<file path="src/hdl/u8u16_pkg.sv">
// Shared types, constants and helper functions of the UTF-8 to UTF-16 decoder.
package u8u16_pkg;

   localparam logic [15:0] REPLACEMENT_UNIT = 16'hFFFD;

   // Depth of the result queue; two slots must be free to take a byte.
   localparam int QDEPTH = 3;

   typedef struct packed {
      logic [15:0] code_unit;
      logic        last_unit;
   } unit_type;

   // What one accepted byte produces: zero, one or two code units.
   typedef struct packed {
      logic [1:0] count;
      unit_type   unit0;
      unit_type   unit1;
   } step_type;

   // A byte decoded on its own: ASCII passes, anything else is replaced.
   function automatic logic [15:0] lone_unit(input logic [7:0] b);
      lone_unit = b[7] ? REPLACEMENT_UNIT : {8'h00, b};
   endfunction

endpackage

</file>
<file path="src/hdl/u8u16_step.sv">
// Sequence state and per-byte decode logic of the UTF-8 to UTF-16 decoder.
module u8u16_step (
   input  logic                clock,
   input  logic                reset,
   input  logic                accept,
   input  logic [7:0]          byte_in,
   input  logic                end_of_string,
   output u8u16_pkg::step_type step
);

   localparam logic [1:0] HELD_NONE = 2'd0;
   localparam logic [1:0] HELD_ONE  = 2'd1;
   localparam logic [1:0] HELD_TWO  = 2'd2;

   logic [7:0] held_lead_ff, held_lead_in;
   logic [7:0] held_second_ff, held_second_in;
   logic [1:0] held_count_ff, held_count_in;

   always_comb begin
      step           = '0;
      held_lead_in   = held_lead_ff;
      held_second_in = held_second_ff;
      held_count_in  = HELD_NONE;
      unique case (held_count_ff)
         HELD_ONE: begin
            if (held_lead_ff[5]) begin
               if (end_of_string) begin
                  // Truncated three-byte form: replace the lead, then the
                  // pending byte ends the string on its own.
                  step.count           = 2'd2;
                  step.unit0.code_unit = u8u16_pkg::REPLACEMENT_UNIT;
                  step.unit0.last_unit = 1'b0;
                  step.unit1.code_unit = u8u16_pkg::lone_unit(byte_in);
                  step.unit1.last_unit = 1'b1;
               end else begin
                  held_second_in = byte_in;
                  held_count_in  = HELD_TWO;
               end
            end else begin
               step.count           = 2'd1;
               step.unit0.code_unit = {5'b0, held_lead_ff[4:0], byte_in[5:0]};
               step.unit0.last_unit = end_of_string;
            end
         end
         HELD_TWO: begin
            step.count           = 2'd1;
            step.unit0.code_unit = {held_lead_ff[3:0], held_second_ff[5:0], byte_in[5:0]};
            step.unit0.last_unit = end_of_string;
         end
         default: begin
            if (!end_of_string &&
                (byte_in[7:5] == 3'b110 || byte_in[7:4] == 4'b1110)) begin
               held_lead_in  = byte_in;
               held_count_in = HELD_ONE;
            end else begin
               step.count           = 2'd1;
               step.unit0.code_unit = u8u16_pkg::lone_unit(byte_in);
               step.unit0.last_unit = end_of_string;
            end
         end
      endcase
   end

   always_ff @(posedge clock) begin
      if (reset) begin
         held_lead_ff   <= 8'h00;
         held_second_ff <= 8'h00;
         held_count_ff  <= HELD_NONE;
      end else if (accept) begin
         held_lead_ff   <= held_lead_in;
         held_second_ff <= held_second_in;
         held_count_ff  <= held_count_in;
      end
   end

endmodule

</file>
<file path="src/hdl/u8u16_outq.sv">
// Three-slot result queue that holds decoded code units until they are taken.
module u8u16_outq (
   input  logic                clock,
   input  logic                reset,
   input  logic                push,
   input  u8u16_pkg::step_type step,
   output logic                room,
   output logic                out_valid,
   input  logic                out_ready,
   output u8u16_pkg::unit_type out_unit
);

   u8u16_pkg::unit_type slot_ff [u8u16_pkg::QDEPTH];
   u8u16_pkg::unit_type slot_in [u8u16_pkg::QDEPTH];
   logic [1:0] count_ff, count_in;
   logic [1:0] base;
   logic [1:0] base_next;
   logic [1:0] added;
   logic       pop;

   assign pop       = out_valid && out_ready;
   assign out_valid = (count_ff != 2'd0);
   assign out_unit  = slot_ff[0];
   // A byte may produce two units, so two slots must be free after no pop.
   assign room      = (count_ff <= 2'd1);

   assign base      = count_ff - {1'b0, pop};
   assign base_next = base + 2'd1;
   assign added     = push ? step.count : 2'd0;

   always_comb begin
      for (int i = 0; i < u8u16_pkg::QDEPTH - 1; i++) begin
         slot_in[i] = pop ? slot_ff[i + 1] : slot_ff[i];
      end
      slot_in[u8u16_pkg::QDEPTH - 1] = slot_ff[u8u16_pkg::QDEPTH - 1];
      if (added != 2'd0) begin
         slot_in[base] = step.unit0;
      end
      if (added == 2'd2) begin
         slot_in[base_next] = step.unit1;
      end
      count_in = base + added;
   end

   always_ff @(posedge clock) begin
      if (reset) begin
         count_ff <= 2'd0;
      end else begin
         count_ff <= count_in;
      end
      slot_ff <= slot_in;
   end

endmodule

</file>
<file path="src/hdl/utf8_to_utf16_bmp_decoder_core.sv">
// Top level of the UTF-8 to UTF-16 (Basic Multilingual Plane) decoder.
// The core takes one UTF-8 byte per beat and returns 16-bit code units.
// It takes a byte only while at most one unit waits in the result queue,
// and a byte's units queue behind those waiting. Lead bytes are held
// and give no unit until their sequence completes. A three-byte lead cut
// short by the end of the string yields two units from one byte, and the
// rsp port drains at most one unit per cycle, so the three-slot result queue, which
// takes a byte only while at most one unit is waiting, sets the rate: one
// byte per cycle whenever the rsp side keeps up, with a short stall after
// such a two-unit byte. Malformed leads and stray bytes give 0xFFFD.
module utf8_to_utf16_bmp_decoder_core (
   input  logic        clock,
   input  logic        reset,
   input  logic        req_valid,
   output logic        req_ready,
   input  logic [7:0]  req_byte_in,
   input  logic        req_end_of_string,
   output logic        rsp_valid,
   input  logic        rsp_ready,
   output logic [15:0] rsp_code_unit,
   output logic        rsp_last_unit
);

   u8u16_pkg::step_type step;
   u8u16_pkg::unit_type out_unit;
   logic                accept;

   assign accept = req_valid && req_ready;

   u8u16_step u_step (
      .clock         (clock),
      .reset         (reset),
      .accept        (accept),
      .byte_in       (req_byte_in),
      .end_of_string (req_end_of_string),
      .step          (step)
   );

   u8u16_outq u_outq (
      .clock     (clock),
      .reset     (reset),
      .push      (accept),
      .step      (step),
      .room      (req_ready),
      .out_valid (rsp_valid),
      .out_ready (rsp_ready),
      .out_unit  (out_unit)
   );

   assign rsp_code_unit = out_unit.code_unit;
   assign rsp_last_unit = out_unit.last_unit;

endmodule

</file>
<file path="config.mk">
export PLATFORM = sky130hd
export DESIGN_NAME = utf8_to_utf16_bmp_decoder_core
export DESIGN_NICKNAME = d
export VERILOG_FILES = /design/src/hdl/u8u16_pkg.sv /design/src/hdl/u8u16_step.sv /design/src/hdl/u8u16_outq.sv /design/src/hdl/utf8_to_utf16_bmp_decoder_core.sv
export SDC_FILE = /design/constraint.sdc
export NUM_CORES = 1
export LEC_CHECK = 0
export BUFFER_PORTS_ARGS = -buffer_cell sky130_fd_sc_hd__buf_2
export CORE_MARGIN = 5
export CORE_UTILIZATION = 50
export CTS_CLUSTER_DIAMETER = 80
export CTS_CLUSTER_SIZE = 40
export DETAILED_ROUTE_END_ITERATION = 10
export HOLD_SLACK_MARGIN = 0.08
export PLACE_DENSITY = 0.8
export SYNTH_ARGS = -nofsm -noshare
export SYNTH_HDL_FRONTEND = slang
export SYNTH_SLANG_ARGS = --single-unit
</file>
<file path="constraint.sdc">
create_clock -name clock -period 5.72 [get_ports clock]
set_input_delay 0.858 -clock clock [delete_from_list [all_inputs] [get_ports clock]]
set_output_delay 0.858 -clock clock [all_outputs]
set_load 0.05 [all_outputs]
</file>
==> impl_metrics.csv, run 1 <==
group,metric,value,unit
status,status,"finished clean",
placement,gp_congestion,0.881,
timing,finalCriticalPeriod,3.61,ns
timing,holdWs,0.486,ns
route,route.detailed.drc,0,
cts,cts.sink_count,67,
synthesis,synthTopCellsByCount,"dfxtp_1 (67), nor2_1 (62), mux2i_1 (33), nand2_1 (28), o21ai_1 (25)",
grt,grt_overflow,0,
synthesis,seq_area_frac_synth,0.342,
power_and_ir_drop,power,2310,uW
synthesis,ys_seq_elements,67,
timing,slew_headroom,0.205,
cts,h-tree-depth,3,
power_and_ir_drop,pwr-share-seq,0.336,
route,drt-initial-drc-count,355,
power_and_ir_drop,switching_share,0.448,
timing,min_period_over_period,0.631,
critical_path,crit_path_cell_trace,"buf_2 -> o21ai_4 -> buf_4 -> inv_1 -> ha_1 -> xnor2_2 -> nand2_1 -> nor3_1 -> nand3_1 -> a31o_1",
die,initial_utilization,0.510,
critical_path,path_class,"input port to register",
power_and_ir_drop,p_int,1280,uW
worst_hold_path,hp-start,"u_step.held_count_ff[0]",
placement,placed_cell_area,3970,um2
route,post_drt_wl_per_cell,17.8,um
synthesis,synthArstFlopShare,0,
grt,grt_max_degree,49,
timing,rsz0062_at_grt,"false",
job,max_cap_violations,0,
timing,fin_tns_setup,0,ns
route,drtPass1Iterations,5,
synthesis,synth_area,3920,um2
critical_path,cp_data_arrival_time,3.86,ns
timing,hold_viol,0,
critical_path,cp-end-kind,"register",
route,wl_met1,4380,um
critical_path,required,5.97,ns
grt,grt_usage,0.210,
cells_and_area,nets,479,
cells_and_area,antennaDiodeCount,0,
critical_path,max_stage_delay,0.70,ns
critical_path,crit_fanout,35,
power_and_ir_drop,clockPowerShare,0.158,
power_and_ir_drop,p_switching,1040,uW
die,rows,32,
synthesis,ys_warn_count,0,
cts,tritoncts,"yes",
cells_and_area,drive_gt1_frac,0.174,
cells_and_area,fillers,705,
route,wl_met3,1020,um
grt,grt_pass1_vias,3266,
timing,worstMarginPinSlew,1.19,ns
die,core_area,7690,um2
power_and_ir_drop,comb_power_share,0.506,
cells_and_area,final_area,4150,um2
synthesis,ys_types,57,
cts,hold_buffers,0,
die,die_x,98.5,um
cts,insertion_delay,0.35,ns
critical_path,crit_slowest_cell,"nor3_1",
critical_path,crit_start,"rsp_ready",
placement,numPortBuffers,31,
cts,clockRootBuffer,"clkbuf_8",
grt,antenna_found_initial,0,
critical_path,rr_startpoint,"u_outq.count_ff[1]",
cts,cts-buffers-inserted,9,
power_and_ir_drop,p_per_area,557,nW/um2
synthesis,yosysTopAreaCellShare,0.342,
synthesis,ys_top_cells_by_area,"dfxtp_1 (34%), mux2i_1 (8.4%), nor2_1 (5.9%), buf_4 (4.2%), o21ai_1 (3.2%)",
synthesis,avgSynthCellArea,8.56,um2
synthesis,syn_nets,475,
die,die-area,9710,um2
cells_and_area,syn2layout_area_growth,5.94,%
synthesis,synthFlopType,"dfxtp_1",
route,met2_wirelength,4510,um
die,ioPinCount,32,
route,dr.max_layer_used,"met4",
cts,path_clk_slew,0.07,ns
cts,cts_setup_buffers,0,
synthesis,yosys.area.top_type,"dfxtp_1",
synthesis,syn_inst,458,
timing,setup_violations,0,
die,fp.dieH,98.5,um
grt,grt_pass1_wl,16600,um
route,routed_wirelength,10100,um
power_and_ir_drop,power.leakage,0.00173,uW
critical_path,cp-start-kind,"input port",
route,route.vias.total,3530,
timing,clock_skew,0.00527,ns
worst_hold_path,hold_class,"register to register",
placement,place_hpwl,7230,um
timing,slew_violations,0,
synthesis,synth-edff-count,0,
synthesis,synth_most_common_cell,"dfxtp_1",
route,drtAntennaViolNets,0,
route,via_per_inst,6.21,
cts,post_cts_resized,0,
power_and_ir_drop,max-vdd-ir-drop,218,uV
cts,cts_max_path_buffers,2,
timing,fmax,277,MHz
-- per-layer routing --
layer | track usage | vias up
li1 | - | 1669
met1 | 0.293 | 1652
met2 | 0.311 | 191
met3 | 0.0637 | 18
met4 | 0.0651 | 0
met5 | 0 | -
-- state kept, by name, indices dropped and copies added, names as in the netlist --
| name | count |
|---|---|
| u_outq.out_unit | 17 |
| u_step.held_count_ff | 2 |
| u_step.held_second_ff | 6 |
| u_outq.slot_ff | 34 |
| u_outq.count_ff | 2 |
| u_step.held_lead_ff | 6 |
-- power by group through the flow --
stage	combinational [uW]	sequential (uW)	clock, uW
2_1_floorplan	1030	746	0
3_3_place_gp	1120	776	0
3_5_place_dp	1160	781	0
4_1_cts	1160	772	370
5_1_grt	1260	794	400
6_report	1170	776	365
-- worst max-delay path, delay by kind of cell --
kind                       cells  cell delay, ns
buffers and inverters          3            0.77
and+or+nand+nor                3            1.29
adders and majority gates      1            0.31
xor gates and xnor gates       1            0.29
AOI/OAI and AO/OA              2            0.31
-- layout by cell type (no fill, tap or decap), types with 11 or more instances in the layout --
cell	instances
nand2_1	28
o31ai_1	11
o2bb2ai_1	13
mux2i_1	33
o21ai_1	25
nor3_1	16
nor2_1	62
dfxtp_1	67
a21oi_1	16
clkbuf_8	12
buf_2	31
o21ai_0	13
-- per-stage QoR --
step / utilization / instances / setup slack (ns)
floorplan: - / 458 / 2.85
global placement: 0.517 / 553 / 1.94
detailed placement: 0.517 / 553 / 1.81
CTS: 0.540 / 568 / 2.18
global route: 0.540 / 568 / 1.93
finish: 0.540 / 568 / 2.11
-- area by class of cell --
class	instances	area, um2	area share
well taps	102	128	0.0307
clock buffers	13	169	0.0407
multi-input cells	344	2310	0.556
flip-flops and latches	67	1340	0.323
inverters	7	26.3	0.00633
repair buffers	33	170	0.0410
clock inverters	2	10.0	0.00241
-- logic make-up (layout without fill, tap and decap cells) --
| logic type | count (synthesis) | in the layout | share of synthesized area |
|---|---|---|---|
| compound gates | 125 | 125 | 0.226 |
| xor+xnor | 4 | 4 | 0.0128 |
| fa+ha+maj | 4 | 4 | 0.0128 |
| buf+inv | 47 | 55 | 0.0737 |
| flops | 67 | 67 | 0.342 |
| mux | 42 | 42 | 0.110 |
| simple gates | 169 | 169 | 0.222 |
-- path summary, 6_finish.rpt --
path / endpoint / slack, ns / cells past startpoint
worst max-delay path: u_outq.out_unit[6] / 2.11 / 10
worst min-delay path: u_step.held_count_ff[0] / 0.49 / 2
worst max register to register: u_outq.out_unit[6] / 2.13 / 9
worst min register to register: u_step.held_count_ff[0] / 0.49 / 2
Power figures use the tool's default switching activity.
==> inputs of run 2 (changes only) <==
--- a/config.mk
+++ b/config.mk
@@ -5,6 +5,7 @@
 export SDC_FILE = /design/constraint.sdc
 export NUM_CORES = 1
 export LEC_CHECK = 0
+export ABC_AREA = 1
 export BUFFER_PORTS_ARGS = -buffer_cell sky130_fd_sc_hd__buf_2
 export CORE_MARGIN = 5
 export CORE_UTILIZATION = 50
@@ -12,7 +13,7 @@
 export CTS_CLUSTER_SIZE = 40
 export DETAILED_ROUTE_END_ITERATION = 10
 export HOLD_SLACK_MARGIN = 0.08
-export PLACE_DENSITY = 0.8
+export PLACE_DENSITY = 0.83
 export SYNTH_ARGS = -nofsm -noshare
 export SYNTH_HDL_FRONTEND = slang
 export SYNTH_SLANG_ARGS = --single-unit
==> constraint.sdc (replaced) <==
create_clock -name clock -period 3 [get_ports clock]
set_input_delay 0.45 -clock clock [delete_from_list [all_inputs] [get_ports clock]]
set_output_delay 0.45 -clock clock [all_outputs]
set_load 0.05 [all_outputs]
==> run 2 against run 1 <==
Cell area is 2.9% higher. First-iteration DRC count is 4.2% higher. Synthesized cell count is 39% higher. Register-to-register slack worse by 1.6 ns. Global-route usage is 0.24 points higher. Clock-buffer cell count is 4 lower. Sequential cell count stayed put. Die area is 2.7% higher. Sequential share of layout area is 0.91 points lower.
==> impl_metrics.csv, run 2 <==
group,metric,value,unit
timing,finalCriticalPeriod,2.44,ns
cells_and_area,syn2layout_area_growth,5.83,%
synthesis,synthFlopType,"dfxtp_1",
cells_and_area,nets,653,
cells_and_area,fin_util,0.547,
critical_path,cp-start-kind,"register",
die,die_x,99.9,um
critical_path,cp-end-kind,"register",
critical_path,path_depth,10,
cells_and_area,fillers,759,
timing,fmax,410,MHz
placement,numPortBuffers,31,
cells_and_area,drive_gt1_frac,0.123,
critical_path,crit_path_cell_trace,"inv_1 -> ha_1 -> nand3_4 -> inv_2 -> nand3_4 -> nand2_4 -> buf_4 -> nand3_1 -> nand3_1 -> nand2_1",
route,via_per_inst,5.47,
cts,cts.sink_count,67,
die,ioPinCount,32,
cells_and_area,final_common_cell,"nand2_1",
timing,min_period_over_period,0.813,
route,routed_wirelength,10100,um
cts,cts-buffers-inserted,9,
critical_path,crit_buf_inv,3,
grt,grt_max_degree,40,
critical_path,critPathTopFamily,"simple AND/OR/NAND/NOR gates",
timing,slew_violations,0,
die,die-area,9970,um2
synthesis,syn_nets,653,
power_and_ir_drop,power.leakage,0.00223,uW
critical_path,path_class,"register to register",
synthesis,ys_seq_elements,67,
critical_path,crit_start,"u_step.held_count_ff[1]",
synthesis,synth_top_family_by_area,"simple AND/OR/NAND/NOR gates",
synthesis,synth_most_common_cell,"nand2_1",
critical_path,r2r_slack,0.56,ns
die,core_area,7810,um2
cells_and_area,final_cell_mix,"nand2_1 (244), nand3_1 (98), dfxtp_1 (67), inv_1 (49), o21ai_0 (40)",
synthesis,synth_fa_ha_area_frac,0.0124,
critical_path,max_stage_delay,0.38,ns
cts,post_cts_resized,0,
synthesis,seq_area_frac_synth,0.332,
critical_path,required,3.25,ns
grt,grt_usage,0.212,
critical_path,cp_data_arrival_time,2.69,ns
cts,cts_setup_buffers,0,
cts,cts_max_path_buffers,2,
synthesis,synth_mux_area_frac,0.00248,
die,initial_utilization,0.517,
status,status,"finished clean",
cells_and_area,regMostFlops,"u_outq.slot_ff",
cts,clockRootBuffer,"clkbuf_8",
synthesis,synthSimpleGateAreaFrac,0.434,
timing,clock_skew,0.00952,ns
grt,antenna_found_initial,0,
grt,grt_overflow,0,
synthesis,ys_top_cells_by_area,"dfxtp_1 (33%), nand2_1 (23%), nand3_1 (12%), o21ai_0 (5.0%), inv_1 (4.6%)",
power_and_ir_drop,p_per_area,1070,nW/um2
cells_and_area,multiInputGateArea,2190,um2
critical_path,timing.rr.end,"u_outq.slot_ff[16]",
synthesis,synth-compound-area-share,0.0880,
synthesis,yosysTopAreaCellShare,0.332,
power_and_ir_drop,power,4580,uW
cells_and_area,antennaDiodeCount,0,
cts,hold_buffers,0,
route,drt-initial-drc-count,370,
critical_path,crit_slowest_cell,"nand2_4",
die,fp.dieH,99.9,um
placement,gp_congestion,0.912,
critical_path,rr_startpoint,"u_step.held_count_ff[1]",
synthesis,avgSynthCellArea,6.35,um2
synthesis,yosys.area.top_type,"dfxtp_1",
timing,rsz0062_at_grt,"false",
route,route.vias.total,4065,
synthesis,synthTopCellsByCount,"nand2_1 (244), nand3_1 (98), dfxtp_1 (67), inv_1 (49), o21ai_0 (40)",
job,max_cap_violations,0,
synthesis,synth_area,4040,um2
timing,hold_viol,0,
power_and_ir_drop,max-vdd-ir-drop,389,uV
cts,path_clk_slew,0.08,ns
cts,insertion_delay,0.36,ns
critical_path,reg2reg_depth,10,
timing,fin_tns_setup,0,ns
cts,tritoncts,"yes",
grt,grt_pass1_vias,3633,
critical_path,cp-endpoint,"u_outq.slot_ff[16]",
synthesis,synth-edff-count,0,
die,rows,32,
route,route.detailed.drc,0,
placement,place_hpwl,7160,um
synthesis,synth_xor_area_frac,0.00434,
cells_and_area,largest_register_ffs,34,
grt,grt_pass1_wl,17300,um
route,post_drt_wl_per_cell,13.6,um
synthesis,ys_warn_count,0,
critical_path,crit_fanout,39,
cells_and_area,seq_area,1340,um2
synthesis,ys_types,32,
route,drtPass1Iterations,5,
timing,setup_violations,0,
worst_hold_path,hold_class,"input port to register",
timing,slew_headroom,0.627,
cts,h-tree-depth,3,
route,drtAntennaViolNets,0,
synthesis,syn_inst,636,
timing,worstMarginPinSlew,0.554,ns
synthesis,synthArstFlopShare,0,
-- run 2: layout make-up --
type | count | area share
Sequential cell | 67 | 0.314
Clock buffer | 9 | 0.0290
Timing Repair Buffer | 36 | 0.0451
Multi-Input combinational cell | 465 | 0.512
Inverter | 57 | 0.0507
Tap cell | 102 | 0.0299
Clock inverter | 7 | 0.0196
-- run 2: worst min-delay path by stage --
stage | from | end | slack [ns] | cells after the start
after floorplan | u_step.held_second_ff[0] | u_step.held_second_ff[0] | 0.44 | 2
after global placement | u_step.held_second_ff[0] | u_step.held_second_ff[0] | 0.45 | 2
after detailed placement | u_step.held_second_ff[3] | u_step.held_second_ff[3] | 0.45 | 2
after CTS | req_byte_in[0] | u_step.held_second_ff[0] | 0.37 | 3
after global routing | req_byte_in[0] | u_step.held_lead_ff[0] | 0.39 | 3
final | req_byte_in[0] | u_step.held_second_ff[0] | 0.38 | 3
-- run 2: report_power, final --
part           internal [uW]  leakage [uW]  switching, uW  total, uW
sequential              1260      0.000558            157       1410
clock                    398      0.000102            401        799
combinational            685       0.00157           1680       2370
total                   2340       0.00223           2240       4580
-- run 2: logic make-up (layout without fill, tap and decap cells) --
family	after synthesis	after routing
buffers and inverters	104	109
AOI/OAI and AO/OA	70	70
adders and majority gates	4	4
DFF	67	67
xor gates and xnor gates	2	2
and+or+nand+nor	388	388
muxes	1	1
-- run 2: worst reg2reg max path: stages, from the launching register on --
cell and delay [ns]:
dfxtp_1 0.33, inv_1 0.06, ha_1 0.35, nand3_4 0.28, inv_2 0.19, nand3_4 0.12
nand2_4 0.38, buf_4 0.35, nand3_1 0.10, nand3_1 0.11, nand2_1 0.06
-- run 2: layer usage --
metal | track usage | vias to the layer above | wire length [um] | share of wire
met1 | 0.302 | 1831 | 4670 | 0.46
met3 | 0.0500 | 20 | 992 | 0.098
met4 | 0.0798 | 0 | 142 | 0.014
met2 | 0.310 | 208 | 4340 | 0.43
li1 | - | 2006 | - | -
met5 | 0 | - | 0 | 0
-- run 2: per-stage QoR --
stage | cells | setup WS, ns | instance area, um2 | hold slack [ns]
floorplan | 636 | 0.217 | 4040 | 0.441
global placement | 727 | 0.650 | 4070 | 0.450
detailed placement | 727 | 0.602 | 4070 | 0.453
CTS | 743 | 0.601 | 4270 | 0.371
global route | 743 | 0.330 | 4270 | 0.392
finish | 743 | 0.560 | 4270 | 0.383
==> inputs of run 3 (changes only) <==
==> constraint.sdc (replaced) <==
create_clock -name clock -period 2.1 [get_ports clock]
set_input_delay 0.315 -clock clock [delete_from_list [all_inputs] [get_ports clock]]
set_output_delay 0.315 -clock clock [all_outputs]
set_load 0.05 [all_outputs]
==> run 3 against run 2 <==
Combinational power is 58% higher. Sequential share of layout area is 1.5 points lower. Cell area is 5.2% higher. Utilization is 2.9 points higher. Total power is 50% higher. Clock-buffer cell count is 5 higher. Die area stayed put. Non-clock buffer count is 11 higher. Sequential cell count stayed put. Critical path type unchanged. Highest routed layer unchanged.
==> impl_metrics.csv, run 3 (same netlist as run 2, synthesis figures left out) <==
group,metric,value,unit
status,status,"finished clean",
cts,clockRootBuffer,"clkbuf_8",
cts,tritoncts,"yes",
die,fp.dieH,99.9,um
cts,hold_buffers,0,
route,drt-initial-drc-count,515,
die,ioPinCount,32,
critical_path,cp_data_arrival_time,2.23,ns
grt,grt_overflow,0,
cts,cts.sink_count,67,
cells_and_area,final_cell_mix,"nand2_1 (242), nand3_1 (98), dfxtp_1 (66), inv_1 (47), o21ai_0 (40)",
route,post_drt_wl_per_cell,14.0,um
cells_and_area,nets,664,
critical_path,crit_path_cell_trace,"inv_2 -> nand2_8 -> nand2_8 -> inv_6 -> ha_4 -> or2_4 -> nand2_4 -> inv_6 -> nor2_8 -> buf_4 -> nand3_1 -> nand3_1 -> nand2_1",
critical_path,cp-start-kind,"register",
critical_path,required,2.33,ns
cts,insertion_delay,0.35,ns
die,die_x,99.9,um
grt,grt_usage,0.209,
timing,hold_viol,0,
cells_and_area,fillers,730,
die,die-area,9970,um2
timing,rsz0062_at_grt,"false",
power_and_ir_drop,power,6890,uW
timing,finalCriticalPeriod,2.01,ns
die,rows,32,
power_and_ir_drop,power.leakage,0.00231,uW
timing,min_period_over_period,0.956,
cts,cts-buffers-inserted,9,
critical_path,path_class,"register to register",
route,route.vias.total,4140,
cells_and_area,syn2layout_area_growth,11.4,%
placement,numPortBuffers,31,
critical_path,max_stage_delay,0.31,ns
critical_path,critPathTopFamily,"simple AND/OR/NAND/NOR gates",
die,core_area,7810,um2
critical_path,crit_fanout,10,
placement,place_hpwl,7110,um
cells_and_area,final_common_cell,"nand2_1",
cells_and_area,fin_util,0.576,
grt,grt_pass1_vias,3773,
route,route.detailed.drc,0,
cts,path_clk_slew,0.08,ns
cells_and_area,antennaDiodeCount,0,
timing,setup_violations,0,
route,drtPass1Iterations,8,
die,initial_utilization,0.517,
power_and_ir_drop,max-vdd-ir-drop,642,uV
timing,fmax,498,MHz
power_and_ir_drop,p_per_area,1530,nW/um2
grt,grt_max_degree,50,
critical_path,crit_slowest_cell,"dfxtp_1",
placement,gp_congestion,0.981,
grt,grt_pass1_wl,17100,um
route,via_per_inst,5.49,
route,drtAntennaViolNets,0,
cells_and_area,drive_gt1_frac,0.150,
route,routed_wirelength,10500,um
job,max_cap_violations,0,
timing,slew_headroom,0.748,
cts,cts_max_path_buffers,2,
cells_and_area,regMostFlops,"u_outq.slot_ff",
cells_and_area,largest_register_ffs,34,
critical_path,crit_buf_inv,4,
timing,slew_violations,0,
timing,clock_skew,0.00539,ns
cts,h-tree-depth,3,
critical_path,cp-end-kind,"register",
worst_hold_path,hold_class,"input port to register",
timing,worstMarginPinSlew,0.374,ns
grt,antenna_found_initial,0,
==> run 3: changes by cell type in the layout (fill, tap and decap cells not counted), sizes merged <==
| cell | delta |
|---|---|
| buf | +10 |
| clkbuf | +6 |
| inv | -3 |
| clkinv | -2 |
| bufinv | -1 |
| clkinvlp | +1 |
==> run 3: layout make-up <==
type	instances	area [um2]	area share
Multi-Input combinational cell	465	2260	0.503
Sequential cell	67	1350	0.299
Timing Repair Buffer	47	318	0.0707
Inverter	57	238	0.0529
Clock buffer	14	194	0.0431
Tap cell	102	128	0.0284
Clock inverter	2	15.0	0.00334
==> run 3: final timing paths <==
check / start / depth (start not counted) / slack (ns) / endpoint
max: u_outq.count_ff[0] / 13 / 0.09 / u_outq.slot_ff[33]
min: req_byte_in[0] / 3 / 0.26 / u_step.held_lead_ff[0]
max reg2reg: u_outq.count_ff[0] / 13 / 0.09 / u_outq.slot_ff[33]
min reg2reg: u_step.held_lead_ff[4] / 2 / 0.47 / u_step.held_lead_ff[4]
==> run 3: worst register-to-register path: cells and delay by family (launching register included) <==
family / cells / cell delay [ns]
fa+ha+maj: 1 / 0.14
buf+inv: 4 / 0.46
flops: 1 / 0.31
simple gates: 8 / 0.99
==> run 3: through the flow <==
step / std cells / hold slack [ns] / cell area, um2 / setup WS [ns] / TNS [ns]
3_3_place_gp: 737 / 0.452 / 4250 / 0.173 / 0
4_1_cts: 753 / 0.243 / 4460 / 0.0822 / 0
2_1_floorplan: 636 / 0.441 / 4140 / -0.0146 / -0.0146
6_report: 754 / 0.259 / 4500 / 0.0930 / 0
3_5_place_dp: 737 / 0.457 / 4250 / 0.115 / 0
5_1_grt: 754 / 0.261 / 4500 / 0.0103 / 0
==> run 3: metal layers <==
metal	share of wire	up-vias	routed length, um	GRT usage
met5	0	-	0	0
met4	0.024	0	257	0.109
met3	0.086	25	909	0.0361
met2	0.46	223	4830	0.327
met1	0.43	1856	4550	0.274
li1	-	2036	-	-
==> run 3: timing repair <==
item	CTS	global route
setup buffers	0	0
endpoints found under the setup margin	0	13
gates resized for setup	0	2
==> run 3: power by group <==
| part | switching, uW | total (uW) | internal, uW |
|---|---|---|---|
| Combinational | 2550 | 3750 | 1200 |
| Clock | 516 | 1110 | 599 |
| Sequential | 216 | 2020 | 1800 |
